**src/rtl/core/rde_pkg.sv**
```systemverilog
`timescale 1ns / 1ps
// ---------------------------------------------------------------------------
// rde_pkg: shared types and constants of the radix digit emitter
// Controller states, command and status bundles, register indexes and
// register reset values.
// ---------------------------------------------------------------------------
package rde_pkg;

	localparam int CHAR_BITS = 8;
	localparam int RADIX_BITS = 5;
	localparam int DIGIT_BITS = 4;
	localparam int CFG_INDEX_BITS = 2;
	localparam int CFG_DATA_BITS = 64;
	localparam int SLICE_BITS = 8;

	localparam logic [CFG_INDEX_BITS-1:0] CFG_RADIX = 2'd0;
	localparam logic [CFG_INDEX_BITS-1:0] CFG_CHARS_LOW = 2'd1;
	localparam logic [CFG_INDEX_BITS-1:0] CFG_CHARS_HIGH = 2'd2;

	localparam logic [RADIX_BITS-1:0] RADIX_MIN = 5'd2;
	localparam logic [RADIX_BITS-1:0] RADIX_MAX = 5'd16;
	localparam logic [RADIX_BITS-1:0] RADIX_RESET = 5'd16;
	localparam logic [CFG_DATA_BITS-1:0] CHARS_LOW_RESET = 64'h3736_3534_3332_3130;
	localparam logic [CFG_DATA_BITS-1:0] CHARS_HIGH_RESET = 64'h6665_6463_6261_3938;

	typedef enum logic [1:0] {
		ST_IDLE,
		ST_DIV,
		ST_FIRST,
		ST_OUT
	} rde_state_t;

	typedef struct packed {
		logic load;
		logic div_step;
		logic rd_first;
		logic rd_next;
		logic out_valid;
	} rde_cmd_t;

	typedef struct packed {
		logic inbuf_valid;
		logic step_last;
		logic quot_zero;
		logic cnt_last;
		logic pos_zero;
	} rde_status_t;

endpackage

```
**src/rtl/core/rde_ctrl.sv**
```systemverilog
`timescale 1ns / 1ps
// ---------------------------------------------------------------------------
// rde_ctrl: conversion sequencer
// Steps through load, digit division, first store read and digit emission.
// ---------------------------------------------------------------------------
module rde_ctrl
	import rde_pkg::*;
(
	input  logic        clk,
	input  logic        arst_n,
	input  rde_status_t status,
	input  logic        out_ready,
	output rde_cmd_t    cmd
);

	rde_state_t state_q;
	rde_state_t state_next;

	always_ff @(posedge clk or negedge arst_n) begin
		if (!arst_n) begin
			state_q <= ST_IDLE;
		end else begin
			state_q <= state_next;
		end
	end

	always_comb begin
		state_next = state_q;
		case (state_q)
			ST_IDLE: begin
				if (status.inbuf_valid) state_next = ST_DIV;
			end
			ST_DIV: begin
				if (status.step_last && (status.quot_zero || status.cnt_last)) begin
					state_next = ST_FIRST;
				end
			end
			ST_FIRST: begin
				state_next = ST_OUT;
			end
			ST_OUT: begin
				if (out_ready && status.pos_zero) state_next = ST_IDLE;
			end
			default: begin
				state_next = ST_IDLE;
			end
		endcase
	end

	always_comb begin
		cmd = '0;
		case (state_q)
			ST_IDLE: begin
				cmd.load = status.inbuf_valid;
			end
			ST_DIV: begin
				cmd.div_step = 1'b1;
			end
			ST_FIRST: begin
				cmd.rd_first = 1'b1;
			end
			ST_OUT: begin
				cmd.out_valid = 1'b1;
				cmd.rd_next = out_ready && !status.pos_zero;
			end
			default: begin
				cmd = '0;
			end
		endcase
	end

endmodule

```
**src/rtl/core/rde_datapath.sv**
```systemverilog
`timescale 1ns / 1ps
// ---------------------------------------------------------------------------
// rde_datapath: registers, divider slice and digit store
// Holds configuration, the input buffer, the working quotient with its
// byte-per-cycle long division by the radix, and the digit store.
// ---------------------------------------------------------------------------
module rde_datapath
	import rde_pkg::*;
#(
	parameter int VALUE_BITS = 32,
	parameter int MAX_DIGITS = 32,
	parameter int IN_BITS = 40
) (
	input  logic                      clk,
	input  logic                      arst_n,
	input  logic                      s_tvalid,
	output logic                      s_tready,
	input  logic [IN_BITS-1:0]        s_tdata,
	input  logic                      cfg_valid,
	input  logic [CFG_INDEX_BITS-1:0] cfg_index,
	input  logic [CFG_DATA_BITS-1:0]  cfg_data,
	input  rde_cmd_t                  cmd,
	output rde_status_t               status,
	output logic [CHAR_BITS-1:0]      out_char,
	output logic                      out_last
);

	localparam int DIV_STEPS = (VALUE_BITS + SLICE_BITS - 1) / SLICE_BITS;
	localparam int PAD_BITS = DIV_STEPS * SLICE_BITS;
	localparam int SW = (DIV_STEPS > 1) ? $clog2(DIV_STEPS) : 1;
	localparam int AW = $clog2(MAX_DIGITS);
	localparam int CW = $clog2(MAX_DIGITS + 1);

	logic [RADIX_BITS-1:0]    radix_q;
	logic [CFG_DATA_BITS-1:0] chars_low_q;
	logic [CFG_DATA_BITS-1:0] chars_high_q;
	logic [VALUE_BITS-1:0]    inbuf_q;
	logic                     inbuf_valid_q;
	logic [PAD_BITS-1:0]      qr_q;
	logic [DIGIT_BITS-1:0]    rem_q;
	logic [SW-1:0]            step_q;
	logic [CW-1:0]            cnt_q;
	logic [AW-1:0]            pos_q;
	logic [DIGIT_BITS-1:0]    rd_data_q;
	logic [DIGIT_BITS-1:0]    mem [MAX_DIGITS];

	logic [RADIX_BITS-1:0]              radix_eff;
	logic [DIGIT_BITS+SLICE_BITS-1:0]   slice_res;
	logic [DIGIT_BITS-1:0]              rem_next;
	logic [PAD_BITS+SLICE_BITS-1:0]     qr_wide;
	logic [PAD_BITS-1:0]                qr_next;
	logic [CW-1:0]                      cnt_m1;
	logic                               step_last;
	logic                               rd_en;
	logic [AW-1:0]                      rd_addr;
	logic [2*CFG_DATA_BITS-1:0]         char_tbl;

	// Restoring long division of one byte by the radix, MSB first.
	function automatic logic [DIGIT_BITS+SLICE_BITS-1:0] div_slice(
		input logic [DIGIT_BITS-1:0] rem_in,
		input logic [SLICE_BITS-1:0] slice_in,
		input logic [RADIX_BITS-1:0] dvs
	);
		logic [RADIX_BITS-1:0] t;
		logic [DIGIT_BITS-1:0] r;
		logic [SLICE_BITS-1:0] qb;
		r = rem_in;
		qb = '0;
		for (int i = SLICE_BITS - 1; i >= 0; i--) begin
			t = {r, slice_in[i]};
			if (t >= dvs) begin
				r = DIGIT_BITS'(t - dvs);
				qb[i] = 1'b1;
			end else begin
				r = t[DIGIT_BITS-1:0];
			end
		end
		return {r, qb};
	endfunction

	always_comb begin
		if (radix_q < RADIX_MIN) begin
			radix_eff = RADIX_MIN;
		end else if (radix_q > RADIX_MAX) begin
			radix_eff = RADIX_MAX;
		end else begin
			radix_eff = radix_q;
		end
	end

	assign slice_res = div_slice(rem_q, qr_q[PAD_BITS-1 -: SLICE_BITS], radix_eff);
	assign rem_next = slice_res[DIGIT_BITS+SLICE_BITS-1:SLICE_BITS];
	assign qr_wide = {qr_q, slice_res[SLICE_BITS-1:0]};
	assign qr_next = qr_wide[PAD_BITS-1:0];
	assign step_last = (step_q == SW'(DIV_STEPS - 1));
	assign cnt_m1 = cnt_q - CW'(1);

	assign s_tready = !inbuf_valid_q;

	assign status.inbuf_valid = inbuf_valid_q;
	assign status.step_last = step_last;
	assign status.quot_zero = (qr_next == '0);
	assign status.cnt_last = (cnt_q == CW'(MAX_DIGITS - 1));
	assign status.pos_zero = (pos_q == '0);

	// Configuration registers; an index beyond the list is dropped.
	always_ff @(posedge clk or negedge arst_n) begin
		if (!arst_n) begin
			radix_q <= RADIX_RESET;
			chars_low_q <= CHARS_LOW_RESET;
			chars_high_q <= CHARS_HIGH_RESET;
		end else if (cfg_valid) begin
			case (cfg_index)
				CFG_RADIX: radix_q <= cfg_data[RADIX_BITS-1:0];
				CFG_CHARS_LOW: chars_low_q <= cfg_data;
				CFG_CHARS_HIGH: chars_high_q <= cfg_data;
				default: begin
				end
			endcase
		end
	end

	always_ff @(posedge clk or negedge arst_n) begin
		if (!arst_n) begin
			inbuf_valid_q <= 1'b0;
		end else if (s_tvalid && s_tready) begin
			inbuf_valid_q <= 1'b1;
		end else if (cmd.load) begin
			inbuf_valid_q <= 1'b0;
		end
	end

	always_ff @(posedge clk) begin
		if (s_tvalid && s_tready) inbuf_q <= s_tdata[VALUE_BITS-1:0];
	end

	always_ff @(posedge clk or negedge arst_n) begin
		if (!arst_n) begin
			qr_q <= '0;
			rem_q <= '0;
			step_q <= '0;
			cnt_q <= '0;
			pos_q <= '0;
		end else begin
			if (cmd.load) begin
				qr_q <= PAD_BITS'(inbuf_q);
				rem_q <= '0;
				step_q <= '0;
				cnt_q <= '0;
			end else if (cmd.div_step) begin
				qr_q <= qr_next;
				if (step_last) begin
					rem_q <= '0;
					step_q <= '0;
					cnt_q <= cnt_q + CW'(1);
				end else begin
					rem_q <= rem_next;
					step_q <= step_q + SW'(1);
				end
			end
			if (cmd.rd_first) begin
				pos_q <= cnt_m1[AW-1:0];
			end else if (cmd.rd_next) begin
				pos_q <= pos_q - AW'(1);
			end
		end
	end

	assign rd_en = cmd.rd_first || cmd.rd_next;
	assign rd_addr = cmd.rd_first ? cnt_m1[AW-1:0] : pos_q - AW'(1);

	always_ff @(posedge clk) begin
		if (cmd.div_step && step_last) mem[cnt_q[AW-1:0]] <= rem_next;
	end

	always_ff @(posedge clk) begin
		if (rd_en) rd_data_q <= mem[rd_addr];
	end

	assign char_tbl = {chars_high_q, chars_low_q};
	assign out_char = char_tbl[{rd_data_q, 3'b000} +: CHAR_BITS];
	assign out_last = (pos_q == '0);

endmodule

```
**src/rtl/core/radix_digit_emitter.sv**
```systemverilog
`timescale 1ns / 1ps
// ---------------------------------------------------------------------------
// radix_digit_emitter: integer to digit characters in a configurable radix
// Top level: stream ports, configuration port, controller and datapath.
// ---------------------------------------------------------------------------
// Each transfer on the input stream carries one integer; the block answers
// with its digits in the configured radix, most significant first, one
// character per output transfer, with tlast on the final digit. A negative
// input converts as its low VALUE_BITS bits. Radix values below two act as
// two and values above sixteen as sixteen; the characters come from the two
// table registers, digit value 0 in the lowest byte. Zero gives the single
// character of digit 0. A value that needs more than MAX_DIGITS digits gives
// only its lowest MAX_DIGITS digits. Each item is loaded, then divided digit
// by digit (the divider clears one byte of the working quotient per cycle),
// then the first digit is read from the store, and then the digits go out
// one per transfer while the sink is ready. The input buffer takes the next
// integer while the current one is still converting or emitting. Write
// configuration only while idle.
// ---------------------------------------------------------------------------
module radix_digit_emitter
	import rde_pkg::*;
#(
	parameter int VALUE_BITS = 32,
	parameter int MAX_DIGITS = 32
) (
	input  logic                                clk,
	input  logic                                arst_n,
	input  logic                                s_tvalid,
	output logic                                s_tready,
	// value (VALUE_BITS+1 bits, signed), zero padded to whole bytes
	input  logic [((VALUE_BITS+8)/8)*8-1:0]     s_tdata,
	output logic                                m_tvalid,
	input  logic                                m_tready,
	// digit_char (8 bits)
	output logic [CHAR_BITS-1:0]                m_tdata,
	output logic                                m_tlast,
	input  logic                                cfg_valid,
	output logic                                cfg_ready,
	input  logic [CFG_INDEX_BITS-1:0]           cfg_index,
	input  logic [CFG_DATA_BITS-1:0]            cfg_data
);

	localparam int IN_BITS = ((VALUE_BITS + 8) / 8) * 8;

	rde_cmd_t    cmd;
	rde_status_t status;

	// Configuration writes are registered on the transfer, so the port never stalls.
	assign cfg_ready = 1'b1;

	rde_ctrl u_ctrl (
		.clk       (clk),
		.arst_n    (arst_n),
		.status    (status),
		.out_ready (m_tready),
		.cmd       (cmd)
	);

	rde_datapath #(
		.VALUE_BITS (VALUE_BITS),
		.MAX_DIGITS (MAX_DIGITS),
		.IN_BITS    (IN_BITS)
	) u_datapath (
		.clk       (clk),
		.arst_n    (arst_n),
		.s_tvalid  (s_tvalid),
		.s_tready  (s_tready),
		.s_tdata   (s_tdata),
		.cfg_valid (cfg_valid),
		.cfg_index (cfg_index),
		.cfg_data  (cfg_data),
		.cmd       (cmd),
		.status    (status),
		.out_char  (m_tdata),
		.out_last  (m_tlast)
	);

	assign m_tvalid = cmd.out_valid;

	// After the final digit the block must pass through load and divide.
	a_gap_after_last: assert property (@(posedge clk) disable iff (!arst_n)
		(m_tvalid && m_tready && m_tlast) |=> !m_tvalid)
		else $error("output valid right after the final digit");

	// The divider never runs while a digit is on offer.
	a_no_div_while_out: assert property (@(posedge clk) disable iff (!arst_n)
		cmd.div_step |-> !m_tvalid)
		else $error("division step while a digit is offered");

	// A load only takes a buffered integer.
	a_load_needs_item: assert property (@(posedge clk) disable iff (!arst_n)
		cmd.load |-> status.inbuf_valid)
		else $error("load without a buffered item");

	// An input transfer fills the buffer, so the next cycle cannot take one.
	a_buffer_fills: assert property (@(posedge clk) disable iff (!arst_n)
		(s_tvalid && s_tready) |=> !s_tready)
		else $error("input ready right after an input transfer");

endmodule

```
**config.mk**
```make
export PLATFORM = sky130hd
export DESIGN_NAME = radix_digit_emitter
export DESIGN_NICKNAME = d
export VERILOG_FILES = /design/src/rtl/core/rde_pkg.sv /design/src/rtl/core/rde_ctrl.sv /design/src/rtl/core/rde_datapath.sv /design/src/rtl/core/radix_digit_emitter.sv
export SDC_FILE = /design/constraint.sdc
export NUM_CORES = 1
export LEC_CHECK = 0
export BUFFER_PORTS_ARGS = -buffer_cell sky130_fd_sc_hd__buf_2
export CORE_ASPECT_RATIO = 1.25
export CORE_UTILIZATION = 55
export DETAILED_ROUTE_END_ITERATION = 8
export MAX_ROUTING_LAYER = met4
export PLACE_DENSITY_LB_ADDON = 0.25
export SLEW_MARGIN = 20
export SYNTH_ARGS = -nofsm -noshare
export SYNTH_HDL_FRONTEND = slang
export SYNTH_SLANG_ARGS = --single-unit
export TNS_END_PERCENT = 50
```
**constraint.sdc**
```tcl
create_clock -name clk -period 12.9 [get_ports clk]
set_input_delay 0.645 -clock clk [delete_from_list [all_inputs] [get_ports clk]]
set_output_delay 0.645 -clock clk [all_outputs]
set_load 0.02 [all_outputs]
```
## Yosys cells after proc, flatten, opt, wreduce, memory -nomap -nowiden

Memories as Yosys holds them, arrays and structs flattened. A register that Yosys moved wholly into a read port is not among the register bits.
Cells that the tools add are included.

| storage, ports and cells | value |
|---|---|
| memory bits (writable) | 128 |
| bits in registers | 217 |
| word-level logic and storage cells | 111 |
| output and inout port bits | 12 |
| memories | 1 |

Memory list:

| name | words | bits a word | read ports | clocked after memory_dff | write ports | line | RTL |
|---|---|---|---|---|---|---|---|
| u_datapath.mem | 32 | 4 | 1 | 1 | 1 | rde_datapath.sv:45 | `logic [DIGIT_BITS-1:0] mem [MAX_DIGITS];` |

| cells by class | value |
|---|---|
| shift operators | 1 |
| reduce and logical (&&, ||, !) cells | 22 |
| $add $sub $neg | 12 |
| $lt $le $gt $ge | 10 |
| muxes and demuxes | 44 |
| eq/ne operators | 10 |

Operator list:

| kind | count |
|---|---|
| 128-bit by 8-bit variable part select with 8-bit output | 1 |
| 32-bit two-way mux | 2 |
| 4-bit two-way mux | 11 |
| 5-bit greater-or-equal comparator | 8 |
| 32-bit logical NOT | 1 |
| 4-bit subtractor | 8 |
| 5-bit two-way mux | 5 |
| 6-bit two-way mux | 3 |
| 1-bit two-way mux | 15 |
| 2-bit two-way mux | 7 |
| 5-bit by 1-bit subtractor with 5-bit output (second input constant) | 2 |
| 2-bit equality test (second input constant) | 4 |
| 2-bit one-hot mux with 4 select lines | 1 |
| 2-bit AND reduction | 4 |
| 2-bit nonzero test | 4 |
| 6-bit by 1-bit adder with 6-bit output (second input constant) | 1 |
| 6-bit by 5-bit equality test with 1-bit output (second input constant) | 1 |
| 2-bit by 1-bit inequality test with 1-bit output (second input constant) | 3 |
| 5-bit greater-than comparator (second input constant) | 1 |
| 1-bit logical AND | 5 |
| 5-bit logical NOT | 1 |
| 5-bit by 2-bit < comparator with 1-bit output (second input constant) | 1 |
| 2-bit by 1-bit equality test with 1-bit output (second input constant) | 2 |
| 2-bit logical NOT | 2 |
| other kinds (4) | 6 |

## Logic depth before layout (Yosys ltp)

Gate-level depths: netlist (run 1).

| logic depth | value |
|---|---|
| word-level depth | 24 |
| gate-level depth with buffers | 56 |
| mapped depth without buffers | 51 |

## Hierarchy

A second synthesis (run 1) with hierarchy kept.

| second synthesis, totals | value |
|---|---|
| cells, all modules | 1150 |
| area total of the unflattened synthesis | 16718.5 um^2 |

By module, submodules not included:

| module | sequential area each (um^2) | area each (um^2) | instances | cells an instance |
|---|---|---|---|---|
| rde_datapath | 9575.4 | 16523.3 | 1 | 1130 |
| rde_ctrl | 50.0 | 183.9 | 1 | 18 |
| radix_digit_emitter | 0.0 | 11.3 | 1 | 2 |

## Worst setup path after synthesis (run 1)

OpenSTA, ideal clock, no wires.

| timing | value |
|---|---|
| kind | flip-flop to flip-flop |
| from | register u_datapath.radix_q[3] |
| to | memory u_datapath.mem[0][0] (data pin) |
| path slack | 0.551 ns |
| buffers on the path | 5 |
| period minus slack after synthesis | 12.349 ns |
| data arrival time | 11.957 ns |
| library setup time | 0.392 ns |
| cell stages (with the launch flop) | 52 |
| cells stage by stage | dfrtp_1 > nor2_1 > o21ai_0 > ha_1 > a21o_1 > a31oi_1 > o21ai_1 > mux2_2 > ha_1 > a21oi_1 > o21ai_1 > a31oi_1 > mux2i_1 > inv_1 > ha_1 > a21o_1 > a31oi_1 > o21ai_1 > [... 16 more ...] > ha_1 > nand2_1 > o21ai_1 > a31o_2 > clkbuf_1 > o21ai_0 > inv_1 > ha_1 > a21o_1 > a31oi_1 > o21ai_1 > clkbuf_1 > mux2_2 > inv_1 > ha_1 > a211oi_1 > o31ai_1 > mux2i_1 |

| between the ends | value |
|---|---|
| longest elaborated chain between the ends | 19 |
| elaborated cells on any way between the ends | 28 |
| classes of those cells | 8 x add/sub; 10 x order compare; 10 x mux |

RTL lines:

| item | line | RTL |
|---|---|---|
| start, declared | rde_datapath.sv:34 | `logic [RADIX_BITS-1:0] radix_q;` |
| start signal, assigned | rde_datapath.sv:114 | `CFG_RADIX: radix_q <= cfg_data[RADIX_BITS-1:0];` |
| 5-bit greater-than comparator | rde_datapath.sv:84 | `end else if (radix_q > RADIX_MAX) begin` |
| 5-bit two-way mux | rde_datapath.sv:84 |  |
| 5-bit two-way mux * | rde_datapath.sv:82 | `if (radix_q < RADIX_MIN) begin` |
| 4-bit subtractor / 5-bit greater-or-equal comparator (equally long branches) | rde_datapath.sv:72, rde_datapath.sv:71 |  |
| 4-bit two-way mux | rde_datapath.sv:71 | `if (t >= dvs) begin` |
| 4-bit subtractor / 5-bit greater-or-equal comparator (equally long branches) | rde_datapath.sv:72, rde_datapath.sv:71 |  |
| 4-bit two-way mux | rde_datapath.sv:71 |  |
| 4-bit subtractor / 5-bit greater-or-equal comparator (equally long branches) | rde_datapath.sv:72, rde_datapath.sv:71 |  |
| [... 4 more ...] | -- |  |
| 4-bit two-way mux | rde_datapath.sv:71 |  |
| 4-bit subtractor / 5-bit greater-or-equal comparator (equally long branches) | rde_datapath.sv:72, rde_datapath.sv:71 |  |
| 4-bit two-way mux | rde_datapath.sv:71 |  |
| 4-bit subtractor / 5-bit greater-or-equal comparator (equally long branches) | rde_datapath.sv:72, rde_datapath.sv:71 |  |
| 4-bit two-way mux | rde_datapath.sv:71 |  |
| 5-bit greater-or-equal comparator | rde_datapath.sv:71 |  |
| 4-bit two-way mux * | rde_datapath.sv:71 |  |
| named net u_datapath.rem_next[0] | rde_datapath.sv:49 | `logic [DIGIT_BITS-1:0] rem_next;` |
| end, declared | rde_datapath.sv:45 |  |

Mark *: on every way through the listed nets, which the timed path passes. The rest lies on a longest branch.

## Final worst setup path (run 1)

| timing | value |
|---|---|
| from | register u_datapath.radix_q[4] |
| to | register u_ctrl.state_q[1] |

| between the ends | value |
|---|---|
| longest elaborated chain between the ends | 24 |
| elaborated cells on any way between the ends | 39 |
| classes of those cells | 7 x add/sub; 10 x order compare; 1 x eq/ne; 17 x mux; 4 x reduce/logical |

RTL lines:

| item | line | RTL |
|---|---|---|
| 5-bit greater-than comparator | rde_datapath.sv:84 |  |
| 5-bit two-way mux | rde_datapath.sv:84 |  |
| 5-bit two-way mux * | rde_datapath.sv:82 |  |
| 4-bit subtractor / 5-bit greater-or-equal comparator (equally long branches) | rde_datapath.sv:72, rde_datapath.sv:71 |  |
| 4-bit two-way mux | rde_datapath.sv:71 |  |
| 4-bit subtractor / 5-bit greater-or-equal comparator (equally long branches) | rde_datapath.sv:72, rde_datapath.sv:71 |  |
| 4-bit two-way mux | rde_datapath.sv:71 |  |
| 4-bit subtractor / 5-bit greater-or-equal comparator (equally long branches) | rde_datapath.sv:72, rde_datapath.sv:71 |  |
| [... 8 more ...] | -- |  |
| 4-bit two-way mux | rde_datapath.sv:71 |  |
| 5-bit greater-or-equal comparator | rde_datapath.sv:71 |  |
| 1-bit two-way mux | rde_datapath.sv:71 |  |
| 32-bit logical NOT * | rde_datapath.sv:102 | `assign status.quot_zero = (qr_next == '0);` |
| 1-bit logical OR * | rde_ctrl.sv:34 | `if (status.step_last && (status.quot_zero \|\| status.cnt_last)) begin` |
| 1-bit logical AND * | rde_ctrl.sv:34 |  |
| 2-bit by 1-bit inequality test with 1-bit output (no source line) * | -- |  |
| 3-bit AND reduction (no source line) * | -- |  |
| end signal, assigned | rde_ctrl.sv:23 | `state_q <= state_next;` |
| end, declared | rde_ctrl.sv:16 | `rde_state_t state_q;` |

Every way passes the cells marked *; elsewhere a longest branch is shown, timed or not.
A chain may end at the register's enable or synchronous reset.

==> impl_metrics.csv, run 1 <==
group,metric,value,unit
global_routing,track_usage,0.234,
clock_network,cts_root_buf,"clkbuf_16",
clock_network,post-cts-setup-buffer-count,0,
logic_synthesis,synth_ff_type,"edfxtp_1",
die,die-area,31000,µm²
sta,finalSetupTns,0,ns
sta,timing.fmax,0.0846,GHz
sta,hold_viol,0,
clock_network,htree_levels,2,
global_routing,antenna_found_initial,2,
placement,hpwlAfterDp,22900,µm
status,status,"finished clean",
clock_network,cts_tree,"built",
setup_path,critPathCaptureType,"flip-flop",
worst_hold_path,hold_path.class,"in -> async",
clock_network,cts_buffer_depth,3,
clock_network,cts_sinks,349,
routing,viasPerCell,5.82,
global_routing,grt_overflow,0,
cells_and_area,n_fill_cell,2182,
die,core_area,29500,µm²
setup_path,slowest_delay,0.47,ns
clock_network,postCtsHoldBufs,0,
cells_and_area,fin_nets,1423,
logic_synthesis,synth_nets,1301,
sta,setup_violations,0,
setup_path,arrival,12.24,ns
logic_synthesis,synth_seq_cells,349,
routing,totalWireLength,33800,µm
setup_path,r2r_slack,1.07,ns
sta,fin_skew,0.0261,ns
clock_network,numCtsBuffers,35,
run,maxCapViolCount,0,
logic_synthesis,netlist_instances,1132,
setup_path,cpMostUsedCell,"ha_1",
routing,drtIter0Drc,652,
routing,vias,9773,
sta,worstMarginPinSlew,0.891,ns
global_routing,grt_pass1_vias,10100,
cells_and_area,drive_gt1_frac,0.372,
sta,finalMaxSlewViolations,0,
clock_network,cts_resized,0,
logic_synthesis,synth.distinct_cells,64,
routing,firstDrtPassIters,5,
setup_path,endpoint,"u_ctrl.state_q[1]",
logic_synthesis,syn_area_per_cell,14.7,µm²
setup_path,cp_slowest_cell,"o21ai_1",
setup_path,startpoint_type,"flip-flop",
clock_network,clkTransAtPathRegs,0.06,ns
placement,io_buffer_count,113,
setup_path,crit_type,"reg -> reg",
cells_and_area,area.growth.synth_to_final,13.1,%
die,die_w,158,µm
setup_path,r2r_end,"u_ctrl.state_q[1]",
setup_path,critPathRequiredTime,13.31,ns
sta,min_period,11.83,ns
logic_synthesis,ys_seq_area_frac,0.577,
logic_synthesis,ys_warn_count,0,
placement,gp_congestion,0.794,
global_routing,grt_max_degree,87,
routing,ant_nets,0,
setup_path,rr_worst_depth,52,
die,ios,123,
die,initial_core_util,0.565,
logic_synthesis,async_flop_share,0.530,
die,die_h,197,µm
sta,fin_hold_ws,0.0713,ns
routing,wl_per_cell,20.1,µm
routing,route.detailed.drc,0,
sta,fin_crit_sh,0.917,
setup_path,crit_fanout,10,
setup_path,r2r_start,"u_datapath.radix_q[4]",
global_routing,grt_pass1_wl,53800,µm
clock_network,clk_latency,0.54,ns
die,std_cell_rows,70,
setup_path,cp-startpoint,"u_datapath.radix_q[4]",
sta,relSlewSlack,0.405,
logic_synthesis,syn_area,16700,µm²
sta,grt_setup_unrepaired,"false",
logic_synthesis,synth_edf_count,164,
[through the flow]
step                instances  instance area (µm²)   util  setup slack [ns]
floorplan                1132                16700      -             0.551
detailed placement       1613                17700  0.601             0.689
finish                   1679                18900  0.639              1.07
global route             1679                18900  0.639             0.154
CTS                      1677                18800  0.639             0.671
global placement         1613                17700  0.601             0.956
[logic make-up (layout without fill, tap and decap cells)]
group | count (synthesis) | count (layout) | share of synthesized area
buffers and inverters | 94 | 243 | 0.0229
and+or+nand+nor | 198 | 198 | 0.0581
adders and majority gates | 58 | 58 | 0.0471
muxes | 262 | 262 | 0.225
other | 1 | 3 | 0.000225
xor gates and xnor gates | 24 | 24 | 0.0137
DFF | 349 | 349 | 0.577
AOI/OAI and AO/OA | 146 | 146 | 0.0564
[flip-flops by register name (all words and copies together) (netlist names), 2 cells and up]
signal,flops
u_datapath.pos_q,5
u_datapath.qr_q,32
u_datapath.chars_low_q,64
u_ctrl.state_q,2
u_datapath.step_q,2
u_datapath.rem_q,4
u_datapath.inbuf_q,32
u_datapath.chars_high_q,64
u_datapath.radix_q,5
u_datapath.mem,128
u_datapath.cnt_q,6
u_datapath.rd_data_q,4
[cells in the mapped netlist (5+ instances only)]
cell type	n	area, µm²
o21ai_1	11	55.1
xor2_1	9	78.8
inv_1	37	139
nand3b_1	5	37.5
dfstp_2	57	1500
mux2_2	142	1600
clkbuf_1	38	143
nand2b_1	12	75.1
dfrtp_1	128	3200
mux4_2	67	1510
xnor2_1	14	123
a21o_1	15	113
nor2_1	50	188
mux4_1	5	131
mux2i_1	45	450
buf_1	9	33.8
edfxtp_1	164	4920
nand2_1	71	267
a311oi_1	8	70.1
a31oi_1	13	81.3
fa_1	8	160
a21oi_1	23	115
nor2b_1	12	75.1
nor3b_1	5	37.5
ha_1	50	626
o21ai_0	43	215
buf_2	5	25.0
a21boi_0	6	45.0
nor3_1	8	40.0
[placed cells by master, fill, tap and decap left out, types with 5 or more instances in the layout]
cell	synthesis	final
clkbuf_1	38	16
a21oi_1	23	23
o21ai_0	43	42
nor3_1	8	8
ha_1	50	49
nor3b_1	5	5
dfstp_2	57	57
mux4_2	67	67
fa_1	8	8
mux2_2	142	142
edfxtp_1	164	164
a311oi_1	8	8
buf_2	5	112
a21boi_0	6	6
mux4_1	5	5
clkinv_2	0	5
a21o_1	15	15
nand3b_1	5	5
inv_1	37	37
mux2i_1	45	43
nand2b_1	12	12
a31oi_1	13	13
buf_4	4	28
xor2_1	9	9
clkbuf_16	0	35
nor2b_1	12	11
dfrtp_1	128	128
nor2_1	50	50
xnor2_1	14	14
o21ai_1	11	10
nand2_1	71	71
[metal layers]
layer,GRT usage,part of all wire,wire (µm)
met4,0.0665,0.021,705
met5,-,0,0
met1,0.288,0.41,13900
met2,0.394,0.51,17400
met3,0.0427,0.054,1830
[worst min path at each step]
stage | from | end | slack (ns)
floorplan | arst_n | u_ctrl.state_q[0] | 0.35
global placement | u_datapath.inbuf_q[28] | u_datapath.qr_q[28] | 0.43
detailed placement | u_datapath.inbuf_q[22] | u_datapath.qr_q[22] | 0.44
CTS | arst_n | u_datapath.qr_q[28] | 0.07
global route | arst_n | u_datapath.chars_high_q[1] | 0.11
finish | arst_n | u_datapath.chars_high_q[1] | 0.07
[final cells by class]
class                   instances  area, µm²  share of cell area
multi-input cells             689       6700               0.355
well taps                     396        495              0.0263
diodes                          2       5.00            0.000265
repair buffers                142        793              0.0421
clock inverters                11        148             0.00783
clock buffers                  53        963              0.0511
flip-flops and latches        349       9630               0.510
inverters                      37        139             0.00736
[critical path, delay by kind of cell, from the launching register on]
kind                       cells  cell delay, ns
muxes                          6            2.37
AOI/OAI and AO/OA             25            4.83
adders and majority gates      8            2.38
and+or+nand+nor                4            0.46
buffers and inverters          9            1.29
DFF                            1            0.36
Power of run 1 is left out: the tool's default activity adds up to more than one toggle a clock period on the data nets, which glitch-free logic cannot reach.
==> inputs of run 2 (changes only) <==
==> constraint.sdc (replaced) <==
create_clock -name clk -period 12.9 [get_ports clk]
set_input_delay 1.935 -clock clk [delete_from_list [all_inputs] [get_ports clk]]
set_output_delay 1.935 -clock clk [all_outputs]
set_load 0.02 [all_outputs]
==> impl_metrics.csv, run 2 (synthesized netlist as in run 1, its figures left out) <==
group,metric,value,unit
routing,wl_per_cell,20.2,µm
cells_and_area,post-route-util,0.640,
cells_and_area,final_cell_mix,"164 x edfxtp_1, 142 x mux2_2, 128 x dfrtp_1, 112 x buf_2, 71 x nand2_1",
sta,fin_crit_sh,0.929,
global_routing,grt_overflow,0,
routing,vias,9742,
global_routing,antenna_found_initial,2,
routing,totalWireLength,33800,µm
sta,timing.fmax,0.0834,GHz
setup_path,cpMostUsedCell,"ha_1",
clock_network,cts_root_buf,"clkbuf_16",
sta,setup_violations,0,
routing,firstDrtPassIters,5,
cells_and_area,area.growth.synth_to_final,13.3,%
cells_and_area,largest_register_ffs,128,
sta,finalSetupTns,0,ns
clock_network,post-cts-setup-buffer-count,0,
die,ios,123,
clock_network,cts_buffer_depth,3,
sta,grt_setup_unrepaired,"false",
setup_path,critPathCaptureType,"flip-flop",
placement,gp_congestion,0.791,
setup_path,critPathRequiredTime,13.30,ns
cells_and_area,fin_nets,1421,
sta,finalMaxSlewViolations,0,
routing,drtIter0Drc,513,
setup_path,rr_worst_depth,51,
status,status,"finished clean",
die,die_w,158,µm
die,initial_core_util,0.565,
setup_path,crit_cells,51,
routing,viasPerCell,5.82,
sta,hold_viol,0,
setup_path,slowest_delay,0.52,ns
setup_path,arrival,12.39,ns
setup_path,cp_slowest_cell,"dfstp_2",
sta,worstMarginPinSlew,0.976,ns
die,die_h,197,µm
placement,io_buffer_count,113,
placement,hpwlAfterDp,23000,µm
setup_path,crit_fanout,10,
setup_path,cpLargestDelayFamily,"compound AO/OA/AOI/OAI gates",
worst_hold_path,hold_path.class,"reg -> reg",
clock_network,cts_sinks,349,
sta,fin_skew,0.0160,ns
setup_path,startpoint_type,"flip-flop",
setup_path,critPathBufInv,9,
worst_hold_path,hold_depth,2,
global_routing,grt_pass1_vias,10100,
global_routing,track_usage,0.234,
run,maxCapViolCount,0,
sta,min_period,11.99,ns
cells_and_area,mostFrequentLayoutCell,"edfxtp_1",
clock_network,cts_tree,"built",
die,core_area,29500,µm²
sta,relSlewSlack,0.350,
die,die-area,31000,µm²
clock_network,numCtsBuffers,35,
clock_network,clkTransAtPathRegs,0.06,ns
routing,route.detailed.drc,0,
clock_network,htree_levels,2,
clock_network,clk_latency,0.53,ns
setup_path,crit_type,"reg -> reg",
cells_and_area,drive_gt1_frac,0.376,
global_routing,grt_max_degree,81,
routing,ant_nets,0,
die,std_cell_rows,70,
global_routing,grt_pass1_wl,53700,µm
[run 2: timing repair]
| action | in CTS | in global routing |
|---|---|---|
| hold buffers | 0 | 0 |
| endpoints found under the setup margin | 0 | 67 |
| resized for setup | 0 | 1 |
[run 2: cell type report]
| type | instances | area, µm² |
|---|---|---|
| multi-input combinational | 689 | 6690 |
| fill | 2175 | 10600 |
| clock inverter | 12 | 129 |
| antenna | 2 | 5.00 |
| tap | 396 | 495 |
| sequential | 349 | 9630 |
| clock buffer | 50 | 1030 |
| timing repair buffer | 140 | 774 |
| inverter | 37 | 139 |
[run 2: final timing paths]
check,from,to,slack [ns]
setup / recovery,u_datapath.radix_q[4],u_ctrl.state_q[1],0.91
max in group asynchronous,arst_n,u_datapath.chars_high_q[51],9.55
hold / removal,u_datapath.inbuf_q[13],u_datapath.qr_q[13],0.45
setup reg to reg,u_datapath.radix_q[4],u_ctrl.state_q[1],0.91
min in group asynchronous,arst_n,u_datapath.qr_q[28],1.31
hold reg to reg,u_datapath.inbuf_q[13],u_datapath.qr_q[13],0.45
[run 2: tightest hold or removal path, cell delays in order, from the launching register on]
cell and delay, ns:
edfxtp_1 0.32, nand2_1 0.04, o21ai_0 0.06
[run 2: metal layers]
layer | up-vias | global-route usage | routed length [µm]
met5 | - | - | 0
met4 | 0 | 0.0766 | 941
met3 | 65 | 0.0413 | 1740
met2 | 241 | 0.387 | 17000
met1 | 4932 | 0.291 | 14100
li1 | 4504 | - | -
[run 2: metrics by stage]
step | cell area (µm²) | setup WS (ns) | std cells | hold WS (ns)
final | 18900 | 0.912 | 1675 | 0.448
after global routing | 18900 | 0.0176 | 1675 | 0.474
after CTS | 18900 | 0.691 | 1673 | 0.454
after detailed placement | 17700 | 0.741 | 1611 | 0.438
after global placement | 17700 | 1.00 | 1611 | 0.434
after floorplan | 16700 | 0.551 | 1132 | 0.426
Power of run 2 is left out for the same reason.
==> inputs of run 3 (changes only) <==
--- a/config.mk
+++ b/config.mk
@@ -10,7 +10,7 @@
 export CORE_UTILIZATION = 55
 export DETAILED_ROUTE_END_ITERATION = 8
 export MAX_ROUTING_LAYER = met4
-export PLACE_DENSITY_LB_ADDON = 0.25
+export PLACE_DENSITY = 0.77
 export SLEW_MARGIN = 20
 export SYNTH_ARGS = -nofsm -noshare
 export SYNTH_HDL_FRONTEND = slang
==> impl_metrics.csv, run 3 (synthesized netlist as in run 1, its figures left out) <==
group,metric,value,unit
die,core_area,29500,µm²
placement,placed_area,17800,µm²
routing,firstDrtPassIters,5,
setup_path,cp_slowest_cell,"dfstp_2",
routing,drtIter0Drc,697,
setup_path,slowest_delay,0.51,ns
setup_path,crit_fanout,32,
routing,wl_per_cell,20.5,µm
worst_hold_path,hold_depth,2,
global_routing,grtUsageMet1,0.288,
routing,vias,9874,
run,maxCapViolCount,0,
clock_network,numCtsBuffers,35,
clock_network,clk_latency,0.53,ns
global_routing,busiest_layer,"met2",
sta,fin_skew,0.0217,ns
die,ios,123,
clock_network,cts_tree,"built",
placement,gp_congestion,0.834,
sta,worstMarginPinSlew,0.883,ns
global_routing,grt_overflow,0,
clock_network,cts_resized,0,
setup_path,r2r_end,"u_datapath.mem[1][2]",
cells_and_area,area.growth.synth_to_final,13.2,%
cells_and_area,largest_register_ffs,128,
setup_path,critPathCaptureType,"flip-flop",
clock_network,post-cts-setup-buffer-count,0,
global_routing,grt_max_degree,83,
global_routing,track_usage,0.237,
routing,route.detailed.drc,0,
die,std_cell_rows,70,
placement,io_buffer_count,113,
cells_and_area,design_area,18900,µm²
sta,fin_ws,1.09,ns
die,initial_core_util,0.565,
worst_hold_path,hold_path.class,"reg -> reg",
cells_and_area,drive_gt1_frac,0.375,
clock_network,htree_levels,2,
sta,hold_viol,0,
clock_network,cts_buffer_depth,3,
clock_network,clkTransAtPathRegs,0.06,ns
cells_and_area,final_cell_mix,"164 x edfxtp_1, 142 x mux2_2, 128 x dfrtp_1, 112 x buf_2, 71 x nand2_1",
setup_path,rr_worst_depth,54,
die,die_h,197,µm
sta,finalSetupTns,0,ns
cells_and_area,multi_input_area,6690,µm²
sta,relSlewSlack,0.410,
worst_hold_path,min_to,"u_datapath.qr_q[2]",
global_routing,grt_pass1_vias,10400,
die,die_w,158,µm
sta,fin_crit_sh,0.916,
placement,dp_slack,1.02,ns
placement,hpwlAfterDp,23300,µm
sta,finalMaxSlewViolations,0,
global_routing,grt_pass1_wl,54100,µm
cells_and_area,regArea,9630,µm²
cells_and_area,antennaDiodeCount,0,
clock_network,postCtsHoldBufs,0,
sta,grt_setup_unrepaired,"false",
routing,viasPerCell,5.89,
cells_and_area,mostFrequentLayoutCell,"edfxtp_1",
routing,ant_nets,0,
setup_path,r2r_slack,1.09,ns
die,die-area,31000,µm²
routing,totalWireLength,34400,µm
setup_path,startpoint_type,"flip-flop",
status,status,"finished clean",
setup_path,r2r_start,"u_datapath.radix_q[4]",
cells_and_area,n_fill_cell,2120,
clock_network,cts_root_buf,"clkbuf_16",
sta,setup_violations,0,
setup_path,arrival,12.08,ns
setup_path,cpMostUsedCell,"ha_1",
clock_network,cts_sinks,349,
global_routing,antenna_found_initial,0,
setup_path,critPathRequiredTime,13.16,ns
sta,timing.fmax,0.0846,GHz
global_routing,gr-usage-met3,0.0350,
cells_and_area,fin_nets,1422,
setup_path,crit_type,"reg -> reg",
worst_hold_path,worstHoldStart,"u_datapath.inbuf_q[2]",
global_routing,grtUsageMet2,0.395,
sta,min_period,11.81,ns
[run 3: cell type report]
cell class	instances	area share
clock buffers	47	0.0521
clock inverters	16	0.00715
inverters	37	0.00735
multi-input cells	689	0.354
flip-flops and latches	349	0.510
well taps	396	0.0262
repair buffers	141	0.0434
[run 3: worst max path at each step]
stage	start	endpoint	slack, ns	cells past startpoint
after global routing	u_datapath.radix_q[4]	u_datapath.mem[14][2]	0.04	52
after detailed placement	u_datapath.radix_q[4]	u_datapath.mem[12][2]	1.02	55
final	u_datapath.radix_q[4]	u_datapath.mem[1][2]	1.09	54
after CTS	u_datapath.radix_q[4]	u_datapath.mem[24][2]	0.98	54
after floorplan	u_datapath.radix_q[3]	u_datapath.mem[0][0]	0.55	51
after global placement	u_datapath.radix_q[4]	u_datapath.mem[8][2]	1.16	54
[run 3: per-stage QoR]
step	util	cells	hold slack, ns
floorplan	-	1132	0.426
global placement	0.602	1612	0.432
detailed placement	0.602	1612	0.434
CTS	0.640	1675	0.448
global route	0.640	1675	0.484
finish	0.640	1675	0.446
[run 3: worst max-delay path: cells and delay by family (launching register included)]
family	cells	cell delay (ns)
AOI/OAI and AO/OA	25	4.73
adders and majority gates	8	2.41
muxes	4	1.56
buffers and inverters	11	1.76
DFF	1	0.51
and+or+nand+nor	6	0.55
[run 3: routing by layer]
metal | wire length, µm | share of wire
met5 | 0 | 0
met1 | 14000 | 0.41
met4 | 1240 | 0.036
met2 | 17500 | 0.51
met3 | 1610 | 0.047
Power of run 3 is left out for the same reason.
